--- config.mk ---
export PLATFORM = sky130hd
export DESIGN_NAME = vgd_fifo
export DESIGN_NICKNAME = d
export VERILOG_FILES = /design/src/rtl/core/vgd_fifo.sv
export SDC_FILE = /design/constraint.sdc
export NUM_CORES = 1
export LEC_CHECK = 0
export ABC_CLOCK_PERIOD_IN_PS = 1500
export BUFFER_PORTS_ARGS = -buffer_cell sky130_fd_sc_hd__buf_2
export CAP_MARGIN = 0
export CORE_MARGIN = 4
export CORE_UTILIZATION = 40
export CTS_BUF_LIST = sky130_fd_sc_hd__clkbuf_8
export DETAILED_ROUTE_END_ITERATION = 16
export MAX_ROUTING_LAYER = met4
export PLACE_DENSITY = 0.72
export SYNTH_ARGS = -nofsm -noshare
export SYNTH_HDL_FRONTEND = slang
export SYNTH_SLANG_ARGS = --single-unit
export TNS_END_PERCENT = 100
--- constraint.sdc ---
create_clock -name clk -period 1.5 [get_ports clk]
set_input_delay 0 -clock clk [delete_from_list [all_inputs] [get_ports clk]]
set_output_delay 0 -clock clk [all_outputs]
set_load 0.03 [all_outputs]
--- src/rtl/core/vgd_fifo.sv ---
// short job queue between front and back
`timescale 1ns / 1ps
module vgd_fifo #(
  parameter int WIDTH = 8,
  parameter int DEPTH = 2
) (
  input  logic             clk,
  input  logic             rst_n,
  input  logic             push,
  input  logic [WIDTH-1:0] din,
  output logic             full,
  input  logic             pop,
  output logic [WIDTH-1:0] dout,
  output logic             empty
);
  localparam int PW = (DEPTH > 1) ? $clog2(DEPTH) : 1;
  localparam int CW = $clog2(DEPTH + 1);

  logic [WIDTH-1:0] mem_r [DEPTH];
  logic [PW-1:0]    wp_r;
  logic [PW-1:0]    rp_r;
  logic [CW-1:0]    cnt_r;

  function automatic logic [PW-1:0] bump(input logic [PW-1:0] p);
    return (p == PW'(DEPTH - 1)) ? '0 : p + 1'b1;
  endfunction

  assign full  = cnt_r == CW'(DEPTH);
  assign empty = cnt_r == '0;
  assign dout  = mem_r[rp_r];

  always_ff @(posedge clk) begin
    if (push && !full) mem_r[wp_r] <= din;
    if (!rst_n) begin
      wp_r  <= '0;
      rp_r  <= '0;
      cnt_r <= '0;
    end else begin
      if (push && !full) wp_r <= bump(wp_r);
      if (pop && !empty) rp_r <= bump(rp_r);
      if ((push && !full) && !(pop && !empty)) cnt_r <= cnt_r + 1'b1;
      else if (!(push && !full) && (pop && !empty)) cnt_r <= cnt_r - 1'b1;
    end
  end
endmodule

# --- Yosys cells after proc, flatten, opt, wreduce, memory -nomap -nowiden ---
# Memories as Yosys holds them, arrays and structs flattened. A register that Yosys moved wholly into a read port is not among the register bits.
# Index checks and enable logic that the tools add are counted.
word_totals:
  regBits: 4
  ramBits: 16
  memories: 1
op_classes:
  n_addsub: 4
  n_eq_ne: 1
  mux: 8
  n_reduce_logical: 10
mem_list:
  columns: ["memory", "depth", "width", "read_ports", "rd_clocked_by_memory_dff", "write_ports", "line", "text"]
  rows:
  - ["mem_r", 2, 8, 1, 1, 1, "19", "logic [WIDTH-1:0] mem_r [DEPTH];"]
op_table:
  columns: ["operator", "n"]
  rows:
  - ["$mux W1", 6]
  - ["$logic_and A1 B1 Y1", 4]
  - ["$logic_not A1 Y1", 4]
  - ["$mux W2", 2]
  - ["$add A1 B1 Y1 const B", 2]
  - ["$add A2 B1 Y2 const B", 1]
  - ["$eq A2 B2 Y1 const B", 1]
  - ["$logic_not A2 Y1", 1]
  - ["$reduce_bool A2 Y1", 1]
  - ["$sub A2 B1 Y2 const B", 1]

# --- Depth between registers and ports, before layout ---
depth:
  word_depth: 7
  ltp_mapped: 7
  ltp_nobuf: 7

# --- Least setup slack after synthesis ---
# OpenSTA, ideal clock, no wires.
synth_path:
  kind: "flip-flop to flip-flop"
  start: "register cnt_r[0]"
  end: "register cnt_r[1]"
  setup_time_ns: 0.070
  arrival_time_ns: 1.482
  t_required_ns: 1.430
  setup_slack_ns: -0.052
  path_stages_with_launch: 7
  cell_sequence: "dfxtp_1 nand2b_1 inv_2 nor2_1 ha_1 or3_1 a21boi_1"
synth_between:
  elab_chain_len: 6
synth_lines:
  columns: ["item", "line", "text"]
  rows:
  - ["start: declaration", "22", "logic [CW-1:0] cnt_r;"]
  - ["start signal: assignment", "41", "if ((push && !full) && !(pop && !empty)) cnt_r <= cnt_r + 1'b1;"]
  - ["start signal: assignment", "42", "else if (!(push && !full) && (pop && !empty)) cnt_r <= cnt_r - 1'b1;"]
  - ["$eq A2 B2 Y1 (*)", "28", "assign full = cnt_r == CW'(DEPTH);"]
  - ["via full", "11", "output logic full,"]
  - ["$logic_not A1 Y1 (*)", "41, 42", null]
  - ["$logic_and A1 B1 Y1 (*)", "41, 42", null]
  - ["$logic_not A1 Y1", "42", null]
  - ["$logic_and A1 B1 Y1", "42", null]
  - ["$reduce_bool A2 Y1 (no source line)", null, null]
# The timed path passes the listed nets; every way through them passes the cells marked *. The select of a mux whose other input is x is not followed.
# A chain may end at the register's enable or synchronous reset.

# --- Worst setup path in the final report ---
layout_path:
  start: "register cnt_r[0]"
  end: "register cnt_r[1]"
layout_between:
  elab_chain_len: 6
layout_lines:
  columns: ["item", "line"]
  rows:
  - ["$eq A2 B2 Y1 or $logic_not A2 Y1 (tied branches)", "28, 29"]
  - ["$logic_not A1 Y1", "41, 42"]
  - ["$logic_and A1 B1 Y1", "41, 42"]
  - ["$logic_not A1 Y1 (on tied branches)", "42, 41"]
  - ["$logic_and A1 B1 Y1 (on tied branches)", "42, 41"]
  - ["$reduce_bool A2 Y1 (no source line) or $mux W2 (tied branches)", null]
# Several ways; a longest one is shown, not always the timed one. The select of a mux whose other input is x is not followed.

==> impl_metrics.toml <==
[detailed_routing]
drtIter0Drc = 4
dr.pass1.iters = 2
postRouteAntennaNets = 0
drc = 0
vias = 518
totalWireLength_mm = 1.453
routedWlPerCell_um = 12.97
vias_per_cell = 4.625

[clocking]
cts-buffers-inserted = 3
cts_tree = "done"
cts_sinks = 21
clk_latency_ps = 250
h-tree-depth = 1
cts_root_buffer = "clkbuf_8"
path_clk_slew_ps = 70
clock_path_buffers = 2

[global_route]
grt_pass1_wl_mm = 2.214
grt_max_degree = 13
grt_pass1_vias = 539
overflow = 0
antenna_found_initial = 0
gr-usage-all-layers_pct = 11.66

[worst_setup_path]
worstSetupPathType = "reg -> reg"
reg2reg_depth = 7
r2r_slack_ps = 40
path_buf_inv = 1
arrival_ps = 1650
cpMaxStageDelayCell = "or3_1"
r2r_start = "cnt_r[0]$_SDFFE_PN0P_"
worstPathCellList = "nand2b_4, inv_4, nor2_2, ha_2, xor2_1, or3_1, a21boi_1"
timing.rr.end = "cnt_r[1]$_SDFFE_PN0P_"
startpoint = "cnt_r[0]$_SDFFE_PN0P_"
cp-start-kind = "flop"
required_ps = 1690
cp-end-kind = "flop"
critPathMaxStageDelay_ps = 350
crit_fanout = 4
cpLargestDelayFamily = "simple AND/OR/NAND/NOR gates"

[timing]
slew_violations = 0
rsz0062_at_grt = "true"
tightest_slew_ps = 375.1
maxSlewHeadroom_pct = 74.99
post-route-period-util_pct = 97.33
fin_crit_ps = 1460
hold_violations = 0
clock.fmax_mhz = 684.9
fin_hold_ws_ps = 16.08
finalClockSkew_ps = 2.399
finalSetupViolCount = 0

[final_layout]
finalNonFillerCells = 112
design_area_um2 = 1114
drive_above_1_share_pct = 51.76
areaGrowthSynthToFinish_pct = 37.56
diodes = 0
post-route-util_pct = 57.35
nets = 99

[die]
die_y_um = 52.99
die_w_um = 52.99
initial_core_util_pct = 41.69
num_io_pins = 22
rows = 16
coreArea_um2 = 1942
fp.dieArea_um2 = 2807

[synthesis]
synth-seq-cells = 21
ys_warn_count = 0
yosysSeqAreaShare_pct = 71.72
synth_area_leader_cell = "edfxtp_1"
syn_nets = 63
synthTopCellsByArea = "edfxtp_1 (59%), dfxtp_1 (12%), mux2_2 (11%)"
syn_inst = 50
syn_area_per_cell_um2 = 16.19
synth_top_area_share_pct = 59.35
synth.distinct_cells = 20
synth_area_um2 = 809.5

[job]
drv_cap = 0

[power]
peakVddDrop_uv = 1031
power.total_w = 0.001926
p_per_area_nw_per_um2 = 1730
p_leak_nw = 0.4405

[placement]
placed_area_um2 = 968.4
dp.cells = 99
dp_hpwl_um = 958.6
gp_congestion = 0.7219
io_buffers = 21

[worst_hold_path]
min_path_cells = 2
whs_endpoint = "wp_r$_SDFFE_PN0N_"
min_path_type = "in -> reg"
hold_start = "rst_n"

[status]
status = "finished clean"
-- how the worst max path moves through the flow --
stage	endpoint	cells past startpoint
2_1_floorplan	cnt_r[1]$_SDFFE_PN0P_	6
3_3_place_gp	cnt_r[1]$_SDFFE_PN0P_	4
3_5_place_dp	cnt_r[1]$_SDFFE_PN0P_	6
4_1_cts	cnt_r[1]$_SDFFE_PN0P_	6
5_1_grt	cnt_r[1]$_SDFFE_PN0P_	7
6_report	cnt_r[1]$_SDFFE_PN0P_	7
-- metal layers --
| metal | vias to the layer above | wire [um] | GRT usage (%) |
|---|---|---|---|
| li1 | 252 | - | - |
| met1 | 249 | 583 | 12.05 |
| met2 | 15 | 749 | 20.04 |
| met3 | 2 | 109 | 2.254 |
| met4 | 0 | 11 | 7.660 |
| met5 | - | 0 | - |
-- repair_timing --
action                                 in CTS  in global routing
endpoints found under the hold margin      16                  0
setup buffers                               0                  1
pin swaps                                   0                  3
setup endpoints to repair                   1                  1
hold buffers                                8                  0
gates resized for setup                     2                  3
-- layout make-up --
type,instances,area [um2]
clock buffer,3,41.29
tap,27,33.78
clock inverter,1,5.005
inverter,2,10.01
timing repair buffer,32,207.7
sequential,21,583.1
multi-input combinational,26,232.7
fill,173,828.3
-- synth_stat cells --
cell type,number
nor2_1,2
o21ai_1,1
o21a_1,1
edfxtp_1,16
and2_1,3
dfxtp_1,5
or3_1,1
and3_1,1
mux2_2,8
inv_1,1
a21boi_1,1
ha_1,1
o21ai_0,1
inv_2,1
xnor2_1,2
xor2_1,1
nor3_2,1
buf_2,1
a21boi_0,1
nand2b_1,1
-- cell usage in the layout, fill, tap and decap left out, types with 2 or more instances in the layout --
cell | synthesis | routed
buf_2 | 1 | 21
edfxtp_1 | 16 | 16
mux2_2 | 8 | 8
dlygate4sd3_1 | 0 | 8
and2_1 | 3 | 3
dfxtp_1 | 5 | 3
clkbuf_8 | 0 | 3
buf_4 | 0 | 3
xnor2_1 | 2 | 2
dfxtp_2 | 0 | 2
-- power breakdown --
part / total [W] / internal (W) / switching (W) / leakage, nW
Sequential: 0.000835 / 0.000748 / 0.0000869 / 0.191
Combinational: 0.000738 / 0.000323 / 0.000414 / 0.224
Clock: 0.000353 / 0.000184 / 0.000169 / 0.0255
Total: 0.00193 / 0.00126 / 0.000670 / 0.441
-- registers in the layout, summed over array words and instances, names as in the netlist, named ones only --
register and cells:
mem_r 16, wp_r 1, cnt_r 2, rp_r 1
-- cells by family after synthesis --
family,count (synthesis),synth area share (%)
xor+xnor,3,3.246
fa+ha+maj,1,1.545
flops,21,71.72
buf+inv,3,1.544
compound gates,5,4.018
simple gates,9,6.803
mux,8,11.13
-- through the flow --
| step | TNS [ps] | setup slack (ps) |
|---|---|---|
| 2_1_floorplan | 0 | 21.81 |
| 3_3_place_gp | 0 | 64.60 |
| 3_5_place_dp | -5.146 | -5.146 |
| 4_1_cts | 0 | 27.79 |
| 5_1_grt | -8.228 | -8.228 |
| 6_report | 0 | 39.99 |
Power figures use the tool's default switching activity.
