**src/rtl/core/vgd_pkg.sv**
```systemverilog
// shared codes and constants of the voxel grid downsample unit
`timescale 1ns / 1ps
package vgd_pkg;

  localparam logic [1:0] CMD_ADD   = 2'd0;
  localparam logic [1:0] CMD_READ  = 2'd1;
  localparam logic [1:0] CMD_CLEAR = 2'd2;
  localparam logic [1:0] CMD_NOP   = 2'd3;

  localparam logic [2:0] ST_MERGED = 3'd0;
  localparam logic [2:0] ST_NEW    = 3'd1;
  localparam logic [2:0] ST_DROP   = 3'd2;
  localparam logic [2:0] ST_RET    = 3'd3;
  localparam logic [2:0] ST_NONE   = 3'd4;
  localparam logic [2:0] ST_CLEAR  = 3'd5;

  localparam logic [31:0] COUNT_MAX = 32'hFFFF_FFFF;
  localparam logic [15:0] EDGE_MM_RESET = 16'd500;
  localparam int QUEUE_DEPTH = 2;

  function automatic logic [31:0] hash_mul(input logic [1:0] axis);
    logic [31:0] m;
    case (axis)
      2'd0:    m = 32'd73856093;
      2'd1:    m = 32'd19349663;
      default: m = 32'd83492791;
    endcase
    return m;
  endfunction

endpackage

```
**src/rtl/core/vgd_if.sv**
```systemverilog
// point and result channel interfaces
`timescale 1ns / 1ps
interface vgd_in_if #(parameter int COORD_BITS = 24);
  logic                         valid;
  logic                         ready;
  logic [1:0]                   command;
  logic signed [COORD_BITS-1:0] point_x;
  logic signed [COORD_BITS-1:0] point_y;
  logic signed [COORD_BITS-1:0] point_z;
  logic [31:0]                  point_var_x;
  logic [31:0]                  point_var_y;
  logic [31:0]                  point_var_z;
  modport source(output valid, command, point_x, point_y, point_z,
                 point_var_x, point_var_y, point_var_z, input ready);
  modport sink(input valid, command, point_x, point_y, point_z,
               point_var_x, point_var_y, point_var_z, output ready);
endinterface


```
**src/rtl/core/vgd_divider.sv**
```systemverilog
// iterative restoring divider, one quotient bit per cycle
`timescale 1ns / 1ps
module vgd_divider #(
  parameter int DW = 64,
  parameter int VW = 32
) (
  input  logic          clk,
  input  logic          rst_n,
  input  logic          start,
  input  logic [DW-1:0] dividend,
  input  logic [VW-1:0] divisor,
  output logic          done,
  output logic [DW-1:0] quotient,
  output logic [VW-1:0] remainder
);
  localparam int CW = $clog2(DW + 1);

  logic [DW-1:0] quo_r;
  logic [VW-1:0] rem_r;
  logic [VW-1:0] div_r;
  logic [CW-1:0] cnt_r;
  logic          busy_r;
  logic          done_r;
  logic [VW:0]   trial;
  logic [VW:0]   diff;
  logic          fit;

  assign trial = {rem_r, quo_r[DW-1]};
  assign diff  = trial - {1'b0, div_r};
  assign fit   = trial >= {1'b0, div_r};

  always_ff @(posedge clk) begin
    if (!rst_n) begin
      busy_r <= 1'b0;
      done_r <= 1'b0;
      cnt_r  <= '0;
    end else begin
      done_r <= 1'b0;
      if (start) begin
        quo_r  <= dividend;
        rem_r  <= '0;
        div_r  <= divisor;
        cnt_r  <= CW'(DW);
        busy_r <= 1'b1;
      end else if (busy_r) begin
        quo_r <= {quo_r[DW-2:0], fit};
        rem_r <= fit ? diff[VW-1:0] : trial[VW-1:0];
        cnt_r <= cnt_r - 1'b1;
        if (cnt_r == CW'(1)) begin
          busy_r <= 1'b0;
          done_r <= 1'b1;
        end
      end
    end
  end

  assign done      = done_r;
  assign quotient  = quo_r;
  assign remainder = rem_r;
endmodule

```
**src/rtl/core/vgd_front.sv**
```systemverilog
// front end: accepts commands, computes voxel keys and home slot
`timescale 1ns / 1ps
module vgd_front import vgd_pkg::*; #(
  parameter int CAPACITY   = 4096,
  parameter int COORD_BITS = 24
) (
  input  logic                 clk,
  input  logic                 rst_n,
  vgd_in_if.sink               in_ch,
  input  logic                 table_ready,
  input  logic [15:0]          edge_mm,
  output logic                 job_push,
  output logic [2+6*COORD_BITS+96+$clog2(CAPACITY)-1:0] job_data,
  input  logic                 job_full
);
  localparam int CB  = COORD_BITS;
  localparam int SW  = $clog2(CAPACITY);
  localparam int FDW = (CB + 1 > 32) ? CB + 1 : 32;
  localparam int DVW = 16;

  typedef enum logic [2:0] {
    F_IDLE, F_DIV, F_WAIT, F_MUL, F_XOR, F_HOME, F_PUSH
  } fstate_t;

  fstate_t              state_r;
  logic [1:0]           axis_r;
  logic [1:0]           cmd_r;
  logic signed [CB-1:0] px_r, py_r, pz_r;
  logic [31:0]          vx_r, vy_r, vz_r;
  logic signed [CB-1:0] key_r [3];
  logic [31:0]          prod_r;
  logic [31:0]          h_r;
  logic [SW-1:0]        home_r;

  logic signed [CB-1:0] coord;
  logic signed [FDW-1:0] coord_ext;
  logic [FDW-1:0]       mag;
  logic [CB:0]          uq;
  logic [CB:0]          q;
  logic [CB-1:0]        key_new;
  logic [15:0]          vs_eff;
  logic                 div_start;
  logic [FDW-1:0]       div_dividend;
  logic [DVW-1:0]       div_divisor;
  logic                 div_done;
  logic [FDW-1:0]       div_quo;
  logic [DVW-1:0]       div_rem;
  logic                 accept;

  always_comb begin
    case (axis_r)
      2'd0:    coord = px_r;
      2'd1:    coord = py_r;
      default: coord = pz_r;
    endcase
  end

  assign vs_eff       = (edge_mm == '0) ? 16'd1 : edge_mm;
  assign coord_ext    = FDW'(coord);
  assign mag          = coord[CB-1] ? FDW'(-coord_ext) : FDW'(coord_ext);
  assign div_start    = state_r == F_DIV;
  assign div_dividend = mag;
  assign div_divisor  = DVW'(vs_eff);

  // floor-like index with the extra step down for negative input
  assign uq      = div_quo[CB:0];
  assign q       = coord[CB-1] ? ~uq : uq;
  assign key_new = (q[CB] != q[CB-1]) ? {1'b1, {(CB-1){1'b0}}} : q[CB-1:0];

  vgd_divider #(.DW(FDW), .VW(DVW)) u_div (
    .clk(clk), .rst_n(rst_n), .start(div_start), .dividend(div_dividend),
    .divisor(div_divisor), .done(div_done), .quotient(div_quo), .remainder(div_rem)
  );

  assign in_ch.ready = (state_r == F_IDLE) && table_ready;
  assign accept      = in_ch.valid && in_ch.ready;
  assign job_push    = (state_r == F_PUSH) && !job_full;
  assign job_data    = {cmd_r, key_r[0], key_r[1], key_r[2], px_r, py_r, pz_r,
                        vx_r, vy_r, vz_r, home_r};

  always_ff @(posedge clk) begin
    if (!rst_n) begin
      state_r <= F_IDLE;
      axis_r  <= '0;
    end else begin
      case (state_r)
        F_IDLE: begin
          if (accept) begin
            cmd_r    <= in_ch.command;
            px_r     <= in_ch.point_x;
            py_r     <= in_ch.point_y;
            pz_r     <= in_ch.point_z;
            vx_r     <= in_ch.point_var_x;
            vy_r     <= in_ch.point_var_y;
            vz_r     <= in_ch.point_var_z;
            key_r[0] <= '0;
            key_r[1] <= '0;
            key_r[2] <= '0;
            home_r   <= '0;
            axis_r   <= '0;
            if (in_ch.command == CMD_ADD) state_r <= F_DIV;
            else if (in_ch.command == CMD_READ || in_ch.command == CMD_CLEAR)
              state_r <= F_PUSH;
          end
        end
        F_DIV: state_r <= F_WAIT;
        F_WAIT: begin
          if (div_done) begin
            key_r[axis_r] <= key_new;
            if (axis_r == 2'd2) begin
              axis_r  <= '0;
              h_r     <= '0;
              state_r <= F_MUL;
            end else begin
              axis_r  <= axis_r + 1'b1;
              state_r <= F_DIV;
            end
          end
        end
        F_MUL: begin
          prod_r  <= 32'(key_r[axis_r]) * hash_mul(axis_r);
          state_r <= F_XOR;
        end
        F_XOR: begin
          h_r <= h_r ^ prod_r;
          if (axis_r == 2'd2) state_r <= F_HOME;
          else begin
            axis_r  <= axis_r + 1'b1;
            state_r <= F_MUL;
          end
        end
        // power of two capacity, home slot is the low hash bits
        F_HOME: begin
          home_r  <= h_r[SW-1:0];
          state_r <= F_PUSH;
        end
        F_PUSH: if (!job_full) state_r <= F_IDLE;
        default: state_r <= F_IDLE;
      endcase
    end
  end
endmodule

```
**src/flat_wrapper.sv**
```systemverilog
// flat-port wrapper written by rule: the top's interface ports become plain ports
module vgd_front_flat import vgd_pkg::*;
#(
  parameter int CAPACITY   = 4096,
  parameter int COORD_BITS = 24
)
  (clk, rst_n, table_ready, edge_mm, job_push, job_data, job_full, in_ch_valid, in_ch_command, in_ch_point_x, in_ch_point_y, in_ch_point_z, in_ch_point_var_x, in_ch_point_var_y, in_ch_point_var_z, in_ch_ready);
  vgd_in_if #(.COORD_BITS(COORD_BITS)) in_ch_i ();
  input  logic clk;
  input  logic rst_n;
  input  logic table_ready;
  input  logic [15:0] edge_mm;
  output logic job_push;
  output logic [2+6*COORD_BITS+96+$clog2(CAPACITY)-1:0] job_data;
  input  logic job_full;
  input wire logic [$bits(in_ch_i.valid)-1:0] in_ch_valid;
  input wire logic [$bits(in_ch_i.command)-1:0] in_ch_command;
  input wire logic [$bits(in_ch_i.point_x)-1:0] in_ch_point_x;
  input wire logic [$bits(in_ch_i.point_y)-1:0] in_ch_point_y;
  input wire logic [$bits(in_ch_i.point_z)-1:0] in_ch_point_z;
  input wire logic [$bits(in_ch_i.point_var_x)-1:0] in_ch_point_var_x;
  input wire logic [$bits(in_ch_i.point_var_y)-1:0] in_ch_point_var_y;
  input wire logic [$bits(in_ch_i.point_var_z)-1:0] in_ch_point_var_z;
  output wire logic [$bits(in_ch_i.ready)-1:0] in_ch_ready;
  assign in_ch_i.valid = in_ch_valid;
  assign in_ch_i.command = in_ch_command;
  assign in_ch_i.point_x = in_ch_point_x;
  assign in_ch_i.point_y = in_ch_point_y;
  assign in_ch_i.point_z = in_ch_point_z;
  assign in_ch_i.point_var_x = in_ch_point_var_x;
  assign in_ch_i.point_var_y = in_ch_point_var_y;
  assign in_ch_i.point_var_z = in_ch_point_var_z;
  assign in_ch_ready = in_ch_i.ready;
  vgd_front #(.CAPACITY(CAPACITY), .COORD_BITS(COORD_BITS)) u_core (.clk(clk), .rst_n(rst_n), .in_ch(in_ch_i), .table_ready(table_ready), .edge_mm(edge_mm), .job_push(job_push), .job_data(job_data), .job_full(job_full));
endmodule
```
**config.mk**
```make
export PLATFORM = sky130hd
export DESIGN_NAME = vgd_front_flat
export DESIGN_NICKNAME = d
export VERILOG_FILES = /design/src/rtl/core/vgd_pkg.sv /design/src/rtl/core/vgd_if.sv /design/src/rtl/core/vgd_divider.sv /design/src/rtl/core/vgd_front.sv /design/src/flat_wrapper.sv
export SDC_FILE = /design/constraint.sdc
export NUM_CORES = 1
export LEC_CHECK = 0
export ABC_AREA = 1
export BUFFER_PORTS_ARGS = -buffer_cell sky130_fd_sc_hd__buf_2
export CORE_MARGIN = 3
export CORE_UTILIZATION = 49
export DETAILED_ROUTE_END_ITERATION = 10
export GPL_ROUTABILITY_DRIVEN = 0
export GPL_TIMING_DRIVEN = 0
export PLACE_DENSITY_LB_ADDON = 0.05
export SLEW_MARGIN = 10
export SYNTH_ARGS = -nofsm -noshare
export SYNTH_HDL_FRONTEND = slang
export SYNTH_SLANG_ARGS = --single-unit
export TNS_END_PERCENT = 100
```
**constraint.sdc**
```tcl
create_clock -name clk -period 12.85 [get_ports clk]
set_clock_uncertainty 0.05 [all_clocks]
set_input_delay 3.2125 -clock clk [delete_from_list [all_inputs] [get_ports clk]]
set_output_delay 3.2125 -clock clk [all_outputs]
set_load 0.02 [all_outputs]
```
**Yosys cells after proc, flatten, opt, wreduce, memory -nomap -nowiden**

Memory sizes are Yosys's and may differ from the RTL's. A register that Yosys moved wholly into a read port is not among the register bits.
Cells that the tools add are included.

- Memories kept: 1
- Register bits after elaboration: 323
- Word-level logic and storage cells: 120
- Input port bits: 191
- RAM bits: 72
- Output and inout port bits: 256

Memory list:

| name | depth | bits a word | read ports | clocked after memory_dff | write ports | RTL line | RTL |
|---|---|---|---|---|---|---|---|
| u_core.key_r | 3 | 24 | 4 | 1 | 3 | vgd_front.sv:30 | `logic signed [CB-1:0] key_r [3];` |

- Bitwise gates (word level): 4
- Reductions and logical operators: 24
- Muxes and demuxes: 48
- Magnitude comparators: 1
- Eq/ne operators: 18
- $add $sub $neg: 4
- $mul: 1

Operator list:

| kind | count |
|---|---|
| $mux 32 | 7 |
| $pmux 32 s2 | 1 |
| $pmux 27 s2 | 1 |
| $mux 24 | 2 |
| $pmux 24 s2 | 1 |
| $mul 24x32->32 | 1 |
| $mux 16 | 2 |
| $neg 24->32 | 1 |
| $xor 32x32->32 | 1 |
| $mux 25 | 1 |
| $not 25->25 | 1 |
| $pmux 12 s2 | 1 |
| $reduce_or 24->1 | 1 |
| $pmux 3 s7 | 1 |
| $mux 3 | 6 |
| $ge 17x16->1 | 1 |
| $logic_not 16->1 | 1 |
| $mux 2 | 8 |
| $sub 16x16->16 | 1 |
| $mux 1 | 13 |
| $mux 12 | 1 |
| $mux 6 | 2 |
| $reduce_and 4->1 | 3 |
| $eq 3x3->1 const B | 3 |
| other kinds (24) | 39 |

**Logic depth before layout (Yosys ltp)**

- Word-level depth: 8
- Gate-level depth with buffers: 36

**Cells and area by module**

From an unflattened synthesis, not the netlist that was laid out.

- Cell total of the unflattened synthesis: 1759
- Area total of the unflattened synthesis: 18263.8 um^2

Modules (own cells, without submodules):

| module | area an instance (um^2) | times used | sequential area each (um^2) | cells an instance |
|---|---|---|---|---|
| vgd_front | 14054.7 | 1 | 8848.5 | 1241 |
| vgd_divider | 4209.0 | 1 | 2082.0 | 518 |

**Least setup slack after synthesis**

Ideal clock, no wire load.

- Kind: input -> register
- Start: in table_ready
- End: mem u_core.key_r[0][0] (netlist name) (enable)
- Arrival: 12367 ps
- Stages: 6
- Setup slack: 49 ps
- Buffers on the path: 0
- Library setup time: 384 ps
- Cell sequence: inv_1 -> nor2_1 -> nand2_1 -> nor2_1 -> inv_1 -> nand2_1

RTL lines:

| element | RTL line | RTL |
|---|---|---|
| from (decl) | flat_wrapper.sv:11 | `input logic table_ready;` |
| to (decl) | vgd_front.sv:30 |  |

**Worst setup path after layout**

- Start: in job_full
- End: out job_push

- Longest elaborated chain between the ends: 2

RTL lines:

| element | RTL line | RTL |
|---|---|---|
| from (decl) | flat_wrapper.sv:15 | `input logic job_full;` |
| $logic_not 1->1 | vgd_front.sv:77 | `assign job_push = (state_r == F_PUSH) && !job_full;` |
| $logic_and 1x1->1 | vgd_front.sv:77 |  |
| to (decl) | flat_wrapper.sv:13 | `output logic job_push;` |

No other way between the ends.

==> metrics.cfg <==
[synth]
ys_warn_count = 0
synth_commonest_cells = nand2_1 (373), edfxtp_1 (354), nor2_1 (211)
yosysSeqAreaShare = 0.607
syn_inst = 1675
syn_avg_cell_area_sq_um = 10.8
ys.flop_type = edfxtp_1
synth-edff-count = 354
yosysUniqueCellTypes = 48
synth_area_sq_um = 18000
yosysTopAreaCellShare = 0.590
ys_seq_elements = 369
netlist_top_cells_area = edfxtp_1 (59%), nand2_1 (7.8%), ha_1 (5.3%), nor2_1 (4.4%), inv_1 (4.3%)
synth.most_common_cell = nand2_1
async_reset_ff_frac = 0
synth_top_area_cell = edfxtp_1
synth_nets = 1974

[global_route]
overflow = 0
grt_max_degree = 32
antenna_found_initial = 6
grt_use_total = 0.256
grt_pass1_vias = 13000
grt_pass1_wl_mm = 75.7

[detailed_routing]
vias = 13500
first_pass_iters = 5
vias_per_cell = 5.07
wire_per_inst_microns = 19.2
drtAntennaViolNets = 0
drtIter0Drc = 906
route.detailed.drc = 0
drt-total-wl_mm = 51.2

[timing]
tightestPinTransition_ns = 1.17
fin_crit_sh = 0.541
finalMaxSlewViolations = 0
rsz0062_at_grt = false
hold_slack_ns = 0.442
setup_ws_ns = 5.90
max_slew_margin = 0.218
max_freq_mhz = 144
setup_viol = 0
hold_violations = 0
fin_crit_ns = 6.95

[power_and_ir_drop]
ir_worst_vdd_v = 0.000444
total_power_mw = 6.99
pwr-share-clk = 0.156
leakagePower_nw = 9.91
intPower_mw = 3.90
power.density_nw_per_um2 = 313
power_switching_share = 0.442
power.switching_mw = 3.09
p_seq_frac = 0.242
p_comb_frac = 0.602

[flow_run]
max_cap_violations = 0

[cells_and_area]
syn_to_final_growth_pct = 23.8
drive_gt1_frac = 0.271
final_cells = 2664
multiInputGateArea_sq_um = 5950
fillCellCount = 3002
final_nets = 2470
register_area_sq_um = 10900

[clock_network]
root_buffer = clkbuf_16
clock-sinks = 369
cts.hold.buffers_added = 0
cts_tree = done
cts_setup_buffers = 0
cts_max_path_buffers = 3
cts-buffers-inserted = 40
clk_pin_slew_ns = 0.06
clock_latency_ns = 0.55
h-tree-depth = 2
cts_resized = 0

[critical_path]
cp-start-kind = input port
cp-end-kind = output port
path_class = input port to output port
arrival_ns = 3.69
critPathRequiredTime_ns = 9.59
worst_r2r_path_depth = 27
critical_path.max_fanout = 2

[placement]
hpwlAfterDp_mm = 40.9
place_ws_ns = 5.90
numPortBuffers = 446
dp.cells = 2590

[floorplanning]
die_x_microns = 198
die_area_sq_um = 39100
die_h_microns = 198
rows = 69
core_area_sq_um = 35900
start_util = 0.501
ios = 447

[min_path]
whs_path_depth = 2
hp-class = register to register

[run_status]
outcome = complete, no violations

-- power groups by stage --
stage	clock (mW)	sequential [mW]	combinational [mW]
final	1.09	1.69	4.20
after CTS	1.11	1.69	4.26
after global placement	0	1.74	4.12
after global routing	1.16	1.70	4.92
after floorplan	0	1.79	3.19
after detailed placement	0	1.72	4.23
-- layer usage --
| metal | GRT usage | wire length [microns] |
|---|---|---|
| met5 | 0 | 27 |
| met4 | 0.0661 | 1260 |
| met3 | 0.0572 | 3940 |
| met2 | 0.440 | 25500 |
| met1 | 0.331 | 20500 |
-- logic make-up after synthesis --
family / synth area share
and+or+nand+nor: 0.181
DFF: 0.607
adders and majority gates: 0.0884
xor gates and xnor gates: 0.0219
buffers and inverters: 0.0642
AOI/OAI and AO/OA: 0.0372
-- cell usage in the layout (no fill, tap or decap), types with 10 or more instances in the layout --
cell       netlist  routed
nand2_2         11      11
nand2_1        373     373
nor2_2           9      10
dfxtp_1         15      15
clkbuf_16        0      40
o21ai_0         29      29
xnor2_1         21      21
nand3_1         85      85
o21ai_1         19      19
inv_2           10      10
clkbuf_1        34      43
fa_1            32      32
edfxtp_1       354     354
xor2_1          24      24
buf_2           14     460
nor3_1          14      14
nand4_1         15      15
inv_1          204     204
a21oi_1         46      43
nor2_1         211     209
ha_1            76      76
-- path summary, 6_finish.rpt --
check                             start               endpoint  slack [ns]
hold reg to reg   u_core.u_div.cnt_r[1]  u_core.u_div.cnt_r[1]        0.44
setup reg to reg       u_core.axis_r[0]      u_core.prod_r[11]        6.29
setup / recovery               job_full               job_push        5.90
hold / removal    u_core.u_div.cnt_r[1]  u_core.u_div.cnt_r[1]        0.44
-- critical path: stages --
cell	delay [ns]
buf_2	0.11
nor3_1	0.16
buf_2	0.21
-- stage by stage --
step                setup TNS (ns)   util  instance area [sq um]
floorplan                        0      -                  18000
global placement           -587.44  0.580                  20800
detailed placement               0  0.586                  21000
CTS                              0  0.620                  22300
global route                     0  0.621                  22300
finish                           0  0.621                  22300
-- layout make-up --
| class | count | area share |
|---|---|---|
| antenna | 2 | 0.000224 |
| buffer | 63 | 0.0157 |
| clock buffer | 53 | 0.0489 |
| clock inverter | 19 | 0.00696 |
| inverter | 215 | 0.0362 |
| multi-input combinational | 1028 | 0.267 |
| sequential | 369 | 0.490 |
| tap | 461 | 0.0259 |
| timing repair buffer | 454 | 0.109 |
-- flip-flops by register name, indices dropped and copies added (netlist names), 2 cells and up, named ones only --
signal	count
u_core.pz_r	24
u_core.h_r	12
u_core.state_r	3
u_core.home_r	12
u_core.vy_r	32
u_core.u_div.div_r	16
u_core.prod_r	12
u_core.key_r	84
u_core.u_div.quotient	32
u_core.py_r	24
u_core.px_r	24
u_core.cmd_r	2
u_core.vx_r	32
u_core.u_div.remainder	16
u_core.vz_r	32
u_core.u_div.cnt_r	6
u_core.axis_r	2
No activity file was read; power rests on OpenSTA's default activity.
